**config.mk**
```make
export PLATFORM = sky130hd
export DESIGN_NAME = wheel_odometry_accumulator_core
export DESIGN_NICKNAME = d
export VERILOG_FILES = /design/src/design/wod_pkg.sv /design/src/design/wheel_odometry_accumulator_core.sv /design/src/design/wod_front.sv /design/src/design/wod_cmd_fifo.sv /design/src/design/wod_back.sv
export SDC_FILE = /design/constraint.sdc
export NUM_CORES = 1
export LEC_CHECK = 0
export ABC_AREA = 0
export BUFFER_PORTS_ARGS = -buffer_cell sky130_fd_sc_hd__buf_2
export CAP_MARGIN = 20
export CORE_UTILIZATION = 43
export DETAILED_ROUTE_END_ITERATION = 6
export SLEW_MARGIN = 40
export SYNTH_ARGS = -nofsm -noshare
export SYNTH_HDL_FRONTEND = slang
export SYNTH_SLANG_ARGS = --single-unit
```
**constraint.sdc**
```tcl
create_clock -name clk -period 16.1 [get_ports clk]
set_input_delay 1.61 -clock clk [delete_from_list [all_inputs] [get_ports clk]]
set_output_delay 1.61 -clock clk [all_outputs]
set_load 0.01 [all_outputs]
```
**src/design/wod_pkg.sv**
```systemverilog
package wod_pkg;

  // Direction byte layout: left wheel in bits 7:6, right wheel in bits 5:4
  localparam int unsigned LEFT_DIR_HI  = 7;
  localparam int unsigned RIGHT_DIR_HI = 5;

  typedef logic signed [1:0] dir_t;
  typedef logic signed [8:0] sspeed_t;

  localparam dir_t DIR_FWD  = 2'sd1;
  localparam dir_t DIR_BACK = -2'sd1;
  localparam dir_t DIR_NONE = 2'sd0;

  // Decoded wheel part of one frame
  typedef struct packed {
    dir_t        dir;
    sspeed_t     sspeed;
    logic [15:0] enc;
  } wheel_cmd_t;

  // Classified frame handed from front to back
  typedef struct packed {
    logic       valid;
    wheel_cmd_t left;
    wheel_cmd_t right;
    logic [7:0] left_pwr;
    logic [7:0] right_pwr;
  } cmd_t;

  // Per-wheel odometry state
  typedef struct packed {
    logic [31:0] total;
    logic [15:0] prev_enc;
    dir_t        prev_dir;
    sspeed_t     prev_speed;
  } wheel_state_t;

  // One result transaction
  typedef struct packed {
    logic [31:0] left_total_ticks;
    logic [31:0] right_total_ticks;
    dir_t        left_heading;
    dir_t        right_heading;
    sspeed_t     left_signed_speed;
    sspeed_t     right_signed_speed;
    logic [7:0]  left_power_out;
    logic [7:0]  right_power_out;
  } result_t;

  // Decode the two direction bits of one wheel: 11 forward, 10 backward
  function automatic dir_t decode_dir(logic [1:0] bits);
    dir_t d;
    if (bits == 2'b11) begin
      d = DIR_FWD;
    end else if (bits[1]) begin
      d = DIR_BACK;
    end else begin
      d = DIR_NONE;
    end
    return d;
  endfunction

endpackage

```
**src/design/wheel_odometry_accumulator_core.sv**
```systemverilog
// Wheel odometry accumulator.
// Input channel: present a decoded status frame on the payload ports and raise
// push; the transaction is taken at a clock edge where push is high and full
// is low. Frames with frame_valid low take a slot but change no state.
// Result channel: while empty is low the oldest result sits on the result
// ports; raise pop to take it. Every input transaction yields one result.
// Path: a frame taken at an edge passes the decode stage and the two-entry
// command queue, then execute writes it into a two-entry result buffer, from
// which it reaches the result ports and can be popped.
// Throughput: one frame per cycle when pop is held high; the execute step
// updates both wheel totals together from its own state registers.
// Reset (rst, synchronous): totals, baselines, directions, speeds and power
// bytes clear to zero and both queues empty.
// Stall: when pop stays low the result buffer fills, then the command
// queue and decode stage fill, and full rises; nothing is dropped.
module wheel_odometry_accumulator_core (
  input  logic               clk,
  input  logic               rst,
  input  logic               push,
  output logic               full,
  input  logic               frame_valid,
  input  logic [7:0]         direction_bits,
  input  logic [7:0]         left_speed_mag,
  input  logic [7:0]         right_speed_mag,
  input  logic [15:0]        left_encoder,
  input  logic [15:0]        right_encoder,
  input  logic [7:0]         left_power_in,
  input  logic [7:0]         right_power_in,
  input  logic               pop,
  output logic               empty,
  output logic [31:0]        left_total_ticks,
  output logic [31:0]        right_total_ticks,
  output logic signed [1:0]  left_heading,
  output logic signed [1:0]  right_heading,
  output logic signed [8:0]  left_signed_speed,
  output logic signed [8:0]  right_signed_speed,
  output logic [7:0]         left_power_out,
  output logic [7:0]         right_power_out
);

  logic               cmd_push;
  logic               cmd_full;
  logic               cmd_pop;
  logic               cmd_empty;
  wod_pkg::cmd_t      cmd_in;
  wod_pkg::cmd_t      cmd_out;
  wod_pkg::result_t   result;

  wod_front u_front (
    .clk             (clk),
    .rst             (rst),
    .push            (push),
    .full            (full),
    .frame_valid     (frame_valid),
    .direction_bits  (direction_bits),
    .left_speed_mag  (left_speed_mag),
    .right_speed_mag (right_speed_mag),
    .left_encoder    (left_encoder),
    .right_encoder   (right_encoder),
    .left_power_in   (left_power_in),
    .right_power_in  (right_power_in),
    .cmd_push        (cmd_push),
    .cmd             (cmd_in),
    .cmd_full        (cmd_full)
  );

  wod_cmd_fifo u_cmd_fifo (
    .clk   (clk),
    .rst   (rst),
    .push  (cmd_push),
    .din   (cmd_in),
    .full  (cmd_full),
    .pop   (cmd_pop),
    .dout  (cmd_out),
    .empty (cmd_empty)
  );

  wod_back u_back (
    .clk       (clk),
    .rst       (rst),
    .cmd_empty (cmd_empty),
    .cmd       (cmd_out),
    .cmd_pop   (cmd_pop),
    .pop       (pop),
    .empty     (empty),
    .result    (result)
  );

  assign left_total_ticks   = result.left_total_ticks;
  assign right_total_ticks  = result.right_total_ticks;
  assign left_heading       = result.left_heading;
  assign right_heading      = result.right_heading;
  assign left_signed_speed  = result.left_signed_speed;
  assign right_signed_speed = result.right_signed_speed;
  assign left_power_out     = result.left_power_out;
  assign right_power_out    = result.right_power_out;

endmodule

```
**src/design/wod_front.sv**
```systemverilog
module wod_front (
  input  logic            clk,
  input  logic            rst,
  input  logic            push,
  output logic            full,
  input  logic            frame_valid,
  input  logic [7:0]      direction_bits,
  input  logic [7:0]      left_speed_mag,
  input  logic [7:0]      right_speed_mag,
  input  logic [15:0]     left_encoder,
  input  logic [15:0]     right_encoder,
  input  logic [7:0]      left_power_in,
  input  logic [7:0]      right_power_in,
  output logic            cmd_push,
  output wod_pkg::cmd_t   cmd,
  input  logic            cmd_full
);

  logic           stage_valid;
  logic           stage_valid_next;
  wod_pkg::cmd_t  stage;
  wod_pkg::cmd_t  decoded;
  logic           load;

  function automatic wod_pkg::sspeed_t signed_speed(wod_pkg::dir_t d, logic [7:0] spd);
    wod_pkg::sspeed_t s;
    if (d == wod_pkg::DIR_FWD) begin
      s = $signed({1'b0, spd});
    end else if (d == wod_pkg::DIR_BACK) begin
      s = -$signed({1'b0, spd});
    end else begin
      s = '0;
    end
    return s;
  endfunction

  // Classify the incoming frame
  always_comb begin
    decoded.valid       = frame_valid;
    decoded.left.dir    = wod_pkg::decode_dir(
                            direction_bits[wod_pkg::LEFT_DIR_HI -: 2]);
    decoded.right.dir   = wod_pkg::decode_dir(
                            direction_bits[wod_pkg::RIGHT_DIR_HI -: 2]);
    decoded.left.sspeed  = signed_speed(decoded.left.dir, left_speed_mag);
    decoded.right.sspeed = signed_speed(decoded.right.dir, right_speed_mag);
    decoded.left.enc    = left_encoder;
    decoded.right.enc   = right_encoder;
    decoded.left_pwr    = left_power_in;
    decoded.right_pwr   = right_power_in;
  end

  // Hand the stage to the queue; refill when it drains
  assign cmd_push = stage_valid && !cmd_full;
  assign cmd      = stage;
  assign full     = stage_valid && cmd_full;
  assign load     = push && !full;

  always_comb begin
    stage_valid_next = stage_valid;
    if (cmd_push) begin
      stage_valid_next = 1'b0;
    end
    if (load) begin
      stage_valid_next = 1'b1;
    end
  end

  always_ff @(posedge clk) begin
    if (rst) begin
      stage_valid <= 1'b0;
    end else begin
      stage_valid <= stage_valid_next;
    end
  end

  always_ff @(posedge clk) begin
    if (load) begin
      stage <= decoded;
    end
  end

endmodule

```
**src/design/wod_cmd_fifo.sv**
```systemverilog
module wod_cmd_fifo (
  input  logic           clk,
  input  logic           rst,
  input  logic           push,
  input  wod_pkg::cmd_t  din,
  output logic           full,
  input  logic           pop,
  output wod_pkg::cmd_t  dout,
  output logic           empty
);

  wod_pkg::cmd_t  mem [2];
  logic           wr_ptr;
  logic           rd_ptr;
  logic [1:0]     count;
  logic           do_push;
  logic           do_pop;

  assign full    = (count == 2'd2);
  assign empty   = (count == 2'd0);
  assign do_push = push && !full;
  assign do_pop  = pop && !empty;
  assign dout    = mem[rd_ptr];

  // Advance pointers and occupancy
  always_ff @(posedge clk) begin
    if (rst) begin
      wr_ptr <= 1'b0;
      rd_ptr <= 1'b0;
      count  <= 2'd0;
    end else begin
      if (do_push) begin
        wr_ptr <= ~wr_ptr;
      end
      if (do_pop) begin
        rd_ptr <= ~rd_ptr;
      end
      count <= count + {1'b0, do_push} - {1'b0, do_pop};
    end
  end

  // Hold entry payload
  always_ff @(posedge clk) begin
    if (do_push) begin
      mem[wr_ptr] <= din;
    end
  end

endmodule

```
**src/design/wod_back.sv**
```systemverilog
module wod_back (
  input  logic               clk,
  input  logic               rst,
  input  logic               cmd_empty,
  input  wod_pkg::cmd_t      cmd,
  output logic               cmd_pop,
  input  logic               pop,
  output logic               empty,
  output wod_pkg::result_t   result
);

  wod_pkg::wheel_state_t  left_st;
  wod_pkg::wheel_state_t  right_st;
  wod_pkg::wheel_state_t  left_st_next;
  wod_pkg::wheel_state_t  right_st_next;
  logic [7:0]             left_power_reg;
  logic [7:0]             right_power_reg;
  logic [7:0]             left_power_next;
  logic [7:0]             right_power_next;
  wod_pkg::result_t       res_next;
  wod_pkg::result_t       res_mem [2];
  logic                   out_wr;
  logic                   out_rd;
  logic [1:0]             out_count;
  logic                   out_pop;

  function automatic wod_pkg::wheel_state_t step_wheel(wod_pkg::wheel_state_t s,
                                                       wod_pkg::wheel_cmd_t w);
    wod_pkg::wheel_state_t n;
    logic                  zero_base;
    logic [15:0]           base;
    logic [15:0]           diff;
    zero_base = (w.dir == wod_pkg::DIR_NONE) || (w.dir != s.prev_dir) ||
                ((s.prev_speed == '0) && (w.sspeed != '0));
    base = zero_base ? 16'd0 : s.prev_enc;
    diff = (w.enc >= base) ? (w.enc - base) : (base - w.enc);
    n = s;
    if (w.dir != wod_pkg::DIR_NONE) begin
      n.total = s.total + {16'd0, diff};
    end
    n.prev_enc   = w.enc;
    n.prev_dir   = w.dir;
    n.prev_speed = w.sspeed;
    return n;
  endfunction

  // Execute when the result buffer has room
  assign cmd_pop = !cmd_empty && (out_count != 2'd2);
  assign empty   = (out_count == 2'd0);
  assign out_pop = pop && !empty;
  assign result  = res_mem[out_rd];

  // Update odometry; an invalid frame leaves state as is
  always_comb begin
    left_st_next     = left_st;
    right_st_next    = right_st;
    left_power_next  = left_power_reg;
    right_power_next = right_power_reg;
    if (cmd.valid) begin
      left_st_next     = step_wheel(left_st, cmd.left);
      right_st_next    = step_wheel(right_st, cmd.right);
      left_power_next  = cmd.left_pwr;
      right_power_next = cmd.right_pwr;
    end
  end

  // Form the result transaction
  always_comb begin
    res_next.left_total_ticks   = left_st_next.total;
    res_next.right_total_ticks  = right_st_next.total;
    res_next.left_heading       = left_st_next.prev_dir;
    res_next.right_heading      = right_st_next.prev_dir;
    res_next.left_signed_speed  = left_st_next.prev_speed;
    res_next.right_signed_speed = right_st_next.prev_speed;
    res_next.left_power_out     = left_power_next;
    res_next.right_power_out    = right_power_next;
  end

  always_ff @(posedge clk) begin
    if (rst) begin
      left_st         <= '0;
      right_st        <= '0;
      left_power_reg  <= 8'd0;
      right_power_reg <= 8'd0;
    end else if (cmd_pop) begin
      left_st         <= left_st_next;
      right_st        <= right_st_next;
      left_power_reg  <= left_power_next;
      right_power_reg <= right_power_next;
    end
  end

  // Advance result buffer pointers
  always_ff @(posedge clk) begin
    if (rst) begin
      out_wr    <= 1'b0;
      out_rd    <= 1'b0;
      out_count <= 2'd0;
    end else begin
      if (cmd_pop) begin
        out_wr <= ~out_wr;
      end
      if (out_pop) begin
        out_rd <= ~out_rd;
      end
      out_count <= out_count + {1'b0, cmd_pop} - {1'b0, out_pop};
    end
  end

  always_ff @(posedge clk) begin
    if (cmd_pop) begin
      res_mem[out_wr] <= res_next;
    end
  end

endmodule

```
* After elaboration in Yosys (flattened, before gate mapping)
Memories as Yosys holds them, arrays and structs flattened. A register that Yosys moved wholly into a read port is not among the register bits.
Cells that the tools add are included.
** Storage, ports and cells
- Register bits :: 214
- Memory bits (writable) :: 346
- Input port bits :: 77
- Output and inout bits :: 104
- Word-level logic and storage cells :: 119
- Memories :: 2
** Memory list
- u_back.res_mem :: words 2, width 102, read ports 1, clocked after memory_dff 1, write ports 1, line wod_back.sv:21 : wod_pkg::result_t res_mem [2];
- u_cmd_fifo.mem :: words 2, width 71, read ports 1, clocked after memory_dff 1, write ports 1, line wod_cmd_fifo.sv:12 : wod_pkg::cmd_t mem [2];
** Cells by class
- Add/subtract/negate cells :: 12
- Order comparisons :: 2
- Equal/unequal tests :: 10
- Multiplexer cells :: 28
- Bitwise gates (word level) :: 6
- Reductions and logical operators :: 31
** Operators by type and width (number)
- 2-to-1 mux 59 bit :: 2
- adder 32 x 16 -> 32 bit :: 2
- 2-to-1 mux 16 bit :: 4
- 2-to-1 mux 32 bit :: 2
- subtractor 16 bit :: 4
- 2-to-1 mux 8 bit :: 6
- >= comparator 16 bit :: 2
- logical NOT 9 bit :: 2
- negation 8 -> 9 bit :: 2
- nonzero test 9 bit :: 2
- == test 2 bit (second input constant) :: 5
- 2-to-1 mux 1 bit :: 10
- logical AND 1 bit :: 9
- logical NOT 2 bit :: 4
- 2-to-1 mux 2 bit :: 4
- inverter 1 bit :: 6
- nonzero test 2 bit :: 3
- adder 2 x 1 -> 2 bit :: 2
- == test 2 x 1 -> 1 bit (second input constant) :: 2
- logical NOT 1 bit :: 4
- logical OR 1 bit :: 4
- != test 2 bit :: 2
- OR reduction 2 bit :: 2
- subtractor 2 x 1 -> 2 bit :: 2
- other kinds (2) :: 2

* Longest topological paths before layout
Gate-level depths: netlist (run 1).
- Depth after elaboration :: 9
- Gate-level depth with buffers :: 29
- Gate-level depth less buffers :: 25

* Modules after synthesis
A second synthesis (run 1) with hierarchy kept.
** Unflattened totals
- Cell total of the unflattened synthesis :: 2267
- Area total of the unflattened synthesis :: 26522.9 um2
** Modules (own cells, without submodules)
- wod_back :: times used 1, cells an instance 1864, area each 18536.5 um2, sequential area each 8908.5 um2
- wod_cmd_fifo :: times used 1, cells an instance 248, area each 5350.1 um2, sequential area each 4364.2 um2
- wod_front :: times used 1, cells an instance 155, area each 2636.3 um2, sequential area each 2152.1 um2

* Least setup slack after synthesis (run 1)
No wires, ideal clock.
- Path kind :: register to register
- Start :: register with a tool-made name
- End :: memory u_back.res_mem[0][90] (netlist bit) (data pin)
- Setup time :: 270 ps
- Arrival :: 5540 ps
- Required time :: 15830 ps
- Slack :: 10290 ps
- Cell stages (with the launch flop) :: 29
- Buffers on the path :: 7
- Period minus slack after synthesis :: 5810 ps
- Cell sequence :: dfxtp_1 -> buf_4 -> buf_2 -> mux2i_1 -> xor2_1 -> a22oi_1 -> a31oi_1 -> buf_2 -> nand2_1 -> inv_1 -> ha_1 -> clkbuf_1 -> o21ai_0 -> o21bai_1 -> or3b_4 -> a311oi_4 -> buf_4 -> mux2i_1 -> xnor2_1 -> ha_1 -> nor2b_1 -> o21a_1 -> o2111ai_1 -> a21oi_1 -> a21oi_1 -> buf_2 -> buf_2 -> nor2_1 -> xor2_1
** RTL lines (line)
- end, declared :: wod_back.sv:21

==> flow_metrics.py, run 1 <==
metrics = {
    "power_and_ir_drop": {
        "clkPwrFrac_pct": 24.2,
        "ir_drop_mv": 0.148,
        "power.switching_mw": 2.02,
        "sw_frac_of_total_pct": 35.5,
        "pwr-share-comb_pct": 37.8,
        "power_frac_seq_pct": 38.0,
        "pwr_density_cell_nw_per_um2": 187,
        "p_leak_nw": 11.3,
        "p_total_mw": 5.68,
        "p_int_mw": 3.67,
    },
    "synthesis": {
        "synth_flop_cell": "edfxtp_1",
        "ys_types": 74,
        "syn-instance-count": 2287,
        "ys_warn_count": 0,
        "synth-edff-count": 417,
        "async_reset_ff_share_pct": 0,
        "synth-seq-area-share_pct": 57.8,
        "syn_area_per_cell_um2": 11.7,
        "ys_ff_latch": 562,
        "syn-num-nets": 2472,
        "synthesis.area_um2": 26700,
    },
    "clock_network": {
        "clock-sinks": 562,
        "clock_path_buffers": 3,
        "cts_tree": "yes",
        "cts_buffers": 58,
        "cts_resized": 0,
        "post_cts_buffers": 0,
        "clk-insertion-delay-late_ps": 650,
        "htreeDepth": 2,
        "path_clk_slew_ps": 60,
        "cts_hold_buf": 0,
        "ctsRootBufferMaster": "clkbuf_16",
    },
    "global_routing": {
        "grt_pass1_vias": 17200,
        "grtUsageTotal_pct": 17.7,
        "met1_usage_pct": 23.5,
        "grt.busiest_layer": "met2",
        "antenna_found_initial": 0,
        "grt_pass1_wl_mm": 89.8,
        "grtUsageMet2_pct": 29.7,
        "grt_max_degree": 90,
        "grt_overflow": 0,
        "met3_usage_pct": 2.55,
    },
    "placement": {
        "io_buffers": 176,
        "dpl.hpwl_mm": 37.7,
        "place_area_um2": 28300,
        "dp_cells": 3145,
        "place_congestion": 0.878,
        "pre_cts_ws_ps": 8980,
    },
    "sta": {
        "worstMarginPinSlew_ps": 767,
        "timing.hold.ws_ps": 439,
        "period_needed_ps": 7130,
        "setup_viol": 0,
        "hold_viol": 0,
        "relSlewSlack_pct": 48.8,
        "clock.fmax_mhz": 140,
        "fin_ws_ps": 8970,
        "slew_viol_final": 0,
        "period_share_pct": 44.3,
        "grt_setup_unrepaired": "false",
        "fin_skew_ps": 51.3,
        "tns_ps": 0,
    },
    "die": {
        "dieArea_um2": 63000,
        "rows": 90,
        "die_x_um": 251,
        "io_pins": 181,
        "core_area_um2": 60800,
        "initial_utilization_pct": 43.9,
        "die_h_um": 251,
    },
    "layout": {
        "regMostFlops": "u_back.res_mem",
        "area_growth_pct": 13.8,
        "fin_cells": 3256,
        "nets": 2608,
        "largest_reg_flops": 204,
        "post-route-cell-area_um2": 30400,
        "final_util_pct": 49.9,
        "post_route_cells_drive_above_1_share_pct": 18.0,
    },
    "hold_path": {
        "min_from": "u_front.cmd[36]$_DFFE_PP_",
        "min_path_type": "flop to flop",
    },
    "run": {
        "cap_viol_max_count": 0,
    },
    "route": {
        "drc": 0,
        "avgRoutedWirePerCell_um": 17.1,
        "vias": 17200,
        "wl_mm": 55.8,
        "viasPerCell": 5.29,
        "ant_nets": 0,
        "drt-pass1-iter-count": 5,
        "drtIter0Drc": 947,
    },
    "critical_path": {
        "worstPathArrival_ps": 7470,
        "cp_max_fo": 32,
        "path_class": "flop to flop",
        "critPathRequiredTime_ps": 16450,
        "startpoint_type": "flop",
        "crit_path_end_kind": "flop",
    },
    "status": {
        "status": "finished clean",
    },
}
==> area by class of cell <==
class | instances | area, µm²
multi-input cells | 1496 | 10400
clock buffers | 76 | 1600
inverters | 106 | 398
fillers | 5366 | 30400
well taps | 782 | 978
flip-flops and latches | 562 | 15400
repair buffers | 199 | 1120
diodes | 1 | 2.50
clock inverters | 34 | 410
==> power groups by stage <==
stage / Sequential, mW / Combinational [mW] / Clock, mW
final: 2.16 / 2.15 / 1.38
after global routing: 2.20 / 2.38 / 1.47
after CTS: 2.16 / 2.17 / 1.42
after detailed placement: 2.19 / 2.15 / 0
after global placement: 2.17 / 2.10 / 0
after floorplan: 2.15 / 1.58 / 0
==> worst max-delay path, stage by stage, from the launching register on <==
cell	delay (ps)
dfxtp_4	650
mux2i_1	420
xor2_1	190
a22oi_1	150
a31oi_4	540
nand2_1	160
inv_1	80
ha_1	160
inv_1	60
fa_1	380
nand3_1	90
a21o_1	150
or3b_4	420
a311oi_4	530
buf_4	320
mux2_2	380
ha_1	280
a21o_1	130
nand4_1	160
a211oi_1	480
o211ai_2	250
a21oi_2	470
nand4_1	190
xnor2_1	180
==> kinds of logic (layout without fill, tap and decap cells) <==
kind of cell / after synthesis / after routing / synth area share, %
AOI/OAI and AO/OA: 462 / 462 / 11.2
xor gates and xnor gates: 102 / 102 / 3.35
adders and majority gates: 108 / 108 / 5.24
buffers and inverters: 229 / 415 / 3.40
DFF: 562 / 562 / 57.8
muxes: 197 / 197 / 7.94
other: 0 / 1 / 0
and+or+nand+nor: 627 / 627 / 11.0
==> layer usage <==
| metal | wire length, µm | vias to the layer above |
|---|---|---|
| met5 | 0 | - |
| met4 | 1350 | 0 |
| met3 | 2280 | 84 |
| met2 | 26100 | 330 |
| met1 | 26100 | 8192 |
| li1 | - | 8633 |
==> synth_stat cells, drive strengths merged (16+ instances only) <==
cell,n,area [µm²]
clkbuf,92,347
nand2,163,612
nor2,211,792
dfxtp,145,2900
edfxtp,417,12500
or3,22,138
ha,102,1280
nand3,45,225
nor3,42,215
nor2b,27,169
xor2,38,333
o21a,16,120
inv,106,398
nand4,24,150
and2,18,113
a21o,18,135
a211oi,87,658
xnor2,64,561
mux2,117,1320
o21ai,83,423
buf,31,163
a21oi,149,749
mux2i,80,801
==> path summary, 6_finish.rpt <==
kind / slack (ps) / cells past startpoint / to
setup / recovery: 8970 / 23 / u_back.res_mem[1][101]$_DFFE_PP_
hold / removal: 440 / 0 / u_cmd_fifo.mem[0][36]$_DFFE_PP_
setup reg to reg: 8970 / 23 / u_back.res_mem[1][101]$_DFFE_PP_
hold reg to reg: 440 / 0 / u_cmd_fifo.mem[0][36]$_DFFE_PP_
==> placed cells by master, fill, tap and decap left out, types with 59 or more instances in the layout <==
cell / count
inv_1: 106
nor2_1: 209
ha_1: 102
a21oi_1: 148
o21ai_0: 75
edfxtp_1: 417
buf_2: 175
mux2i_1: 80
dfxtp_1: 143
clkbuf_16: 59
nand2_1: 162
a211oi_1: 84
xnor2_1: 64
mux2_2: 115
(Power assumes the default switching activity.)
==> run 2: changes to the inputs <==
--- a/config.mk
+++ b/config.mk
@@ -5,7 +5,7 @@
 export SDC_FILE = /design/constraint.sdc
 export NUM_CORES = 1
 export LEC_CHECK = 0
-export ABC_AREA = 0
+export ABC_AREA = 1
 export BUFFER_PORTS_ARGS = -buffer_cell sky130_fd_sc_hd__buf_2
 export CAP_MARGIN = 20
 export CORE_UTILIZATION = 43
==> constraint.sdc (replaced) <==
create_clock -name clk -period 5.83 [get_ports clk]
set_input_delay 0.583 -clock clk [delete_from_list [all_inputs] [get_ports clk]]
set_output_delay 0.583 -clock clk [all_outputs]
set_load 0.01 [all_outputs]
==> flow_metrics.py, run 2 <==
metrics = {
    "status": {
        "status": "finished clean",
    },
    "clock_network": {
        "clock-sinks": 562,
        "path_clk_slew_ps": 60,
        "htreeDepth": 2,
        "clock_path_buffers": 3,
        "clk-insertion-delay-late_ps": 640,
        "cts_tree": "yes",
        "cts_buffers": 60,
        "ctsRootBufferMaster": "clkbuf_16",
    },
    "power_and_ir_drop": {
        "p_leak_nw": 13.9,
        "ir_drop_mv": 0.360,
        "pwr_density_cell_nw_per_um2": 626,
    },
    "route": {
        "viasPerCell": 5.01,
        "vias": 21100,
        "drc": 0,
        "wl_met1_mm": 30.6,
        "met2WireLength_mm": 32.0,
        "drtIter0Drc": 1213,
        "ant_nets": 0,
        "avgRoutedWirePerCell_um": 15.9,
        "wl_mm": 66.9,
        "top_layer": "met5",
        "wl_met3_mm": 3.04,
        "drt-pass1-iter-count": 7,
    },
    "sta": {
        "fin_ws_ps": 444,
        "period_share_pct": 92.4,
        "grt_setup_unrepaired": "true",
        "setup_viol": 0,
        "hold_viol": 0,
        "worstMarginPinSlew_ps": 831,
        "clock.fmax_mhz": 186,
        "relSlewSlack_pct": 44.6,
        "fin_skew_ps": 31.1,
        "period_needed_ps": 5390,
        "slew_viol_final": 0,
    },
    "layout": {
        "area_growth_pct": 14.4,
        "fillers": 6079,
        "multi_input_area_um2": 11100,
        "nets": 3492,
        "post-route-cell-area_um2": 32600,
        "regMostFlops": "u_back.res_mem",
        "post_route_cells_drive_above_1_share_pct": 16.8,
        "mostFrequentLayoutCells": "724 x nand2_1, 417 x edfxtp_1, 413 x inv_1, 223 x nor2_1, 210 x a21oi_1",
        "final_common_cell": "nand2_1",
        "seqCellArea_um2": 15400,
        "largest_reg_flops": 204,
    },
    "die": {
        "core_area_um2": 64900,
        "dieArea_um2": 67200,
        "rows": 93,
        "die_x_um": 259,
        "io_pins": 181,
        "initial_utilization_pct": 43.9,
        "die_h_um": 259,
    },
    "synthesis": {
        "async_reset_ff_share_pct": 0,
        "synth_flop_cell": "edfxtp_1",
        "ys_ff_latch": 562,
        "ys_types": 47,
        "yosys-top-cells-count": "729 x nand2_1, 417 x edfxtp_1, 416 x inv_1",
        "yosys.area.top_type": "edfxtp_1",
        "synth-edff-count": 417,
        "synthesis.area_um2": 28500,
        "syn-instance-count": 3114,
        "yosys.area.top_type_share_pct": 44.0,
        "syn-num-nets": 3299,
        "synth_most_common_cell": "nand2_1",
        "synth-seq-area-share_pct": 54.2,
        "ys_warn_count": 0,
        "synth_area_leaders": "edfxtp_1 44%, dfxtp_1 10%, nand2_1 9.6%",
        "syn_area_per_cell_um2": 9.14,
    },
    "critical_path": {
        "cp_slowest_cell": "fa_1",
        "startpoint_type": "flop",
        "critPathRequiredTime_ps": 6210,
        "cp_max_fo": 38,
        "cpMostUsedCell": "nand2_1",
        "crit_path_end_kind": "flop",
        "path_class": "flop to flop",
        "slowest_delay_ps": 410,
        "worstPathArrival_ps": 5770,
    },
    "global_routing": {
        "grt_overflow": 0,
        "grtUsageTotal_pct": 19.9,
        "grt_pass1_vias": 20700,
        "grt_max_degree": 97,
        "grt_pass1_wl_mm": 107,
        "antenna_found_initial": 1,
    },
    "placement": {
        "place_congestion": 0.880,
        "dpl.hpwl_mm": 47.1,
        "place_area_um2": 30400,
        "io_buffers": 176,
        "pre_cts_ws_ps": 90.0,
    },
    "run": {
        "cap_viol_max_count": 0,
    },
    "hold_path": {
        "min_path_type": "primary input to flop",
    },
}
## run 2: path summary, 6_finish.rpt
check,cells after the start,slack (ps),end,startpoint
setup / recovery,31,440,u_back.res_mem[1][93]$_DFFE_PP_,flop
hold / removal,1,120,u_front.cmd[26]$_DFFE_PP_,right_encoder[10]
setup reg to reg,31,440,u_back.res_mem[1][93]$_DFFE_PP_,flop
hold reg to reg,0,440,u_cmd_fifo.mem[1][59]$_DFFE_PP_,u_front.cmd[59]$_DFFE_PP_
## run 2: metrics by stage
| step | std cells | utilization [%] | total power [mW] | hold slack, ps | setup TNS, ps |
|---|---|---|---|---|---|
| floorplan | 3114 | - | 13.7 | 421 | 0 |
| global placement | 4082 | 46.7 | 16.4 | 424 | 0 |
| detailed placement | 4088 | 46.9 | 16.7 | 431 | 0 |
| CTS | 4201 | 49.8 | 20.4 | 85.9 | 0 |
| global route | 4213 | 50.2 | 22.2 | 79.2 | -98.1 |
| finish | 4214 | 50.2 | 20.4 | 116 | 0 |
## run 2: cell type report
type	instances	area share (%)
sequential	562	47.4
antenna	1	0.00768
inverter	434	5.05
multi-input combinational	2013	34.0
timing repair buffer	236	4.38
clock inverter	35	0.887
clock buffer	78	5.07
tap	855	3.28
## run 2: logic make-up after synthesis
family	count (synthesis)	share of synthesized area, %
XOR/XNOR	50	1.54
AND/OR/NAND/NOR	1249	18.4
adder cells (fa/ha/maj)	108	4.90
AO/OA/AOI/OAI	500	9.37
buffers and inverters	540	7.52
multiplexers	105	4.14
flip-flops	562	54.2
## run 2: per-layer routing
| layer | GRT usage, % | vias to the layer above |
|---|---|---|
| li1 | - | 10700 |
| met1 | 25.8 | 9882 |
| met2 | 34.5 | 428 |
| met3 | 3.11 | 80 |
| met4 | 4.64 | 2 |
| met5 | 0 | - |
## run 2: worst max-delay path: cells and delay by family (launching register included)
family,cells,cell delay [ps]
AOI/OAI and AO/OA,4,680
buffers and inverters,7,830
DFF,1,350
and+or+nand+nor,17,2260
adders and majority gates,3,970
## run 2: what timing repair did
item | 4_1_cts | 5_1_grt
hold buffers | 0 | 0
endpoints found under the setup margin | 0 | 152
resized for setup | 0 | 33
buffers inserted | 0 | 11
## run 2: power breakdown
group | total [mW] | switching [mW] | internal (mW) | leakage (nW)
Sequential | 6.47 | 0.507 | 5.96 | 5.12
Combinational | 10.3 | 6.78 | 3.48 | 7.86
Clock | 3.68 | 1.61 | 2.06 | 0.964
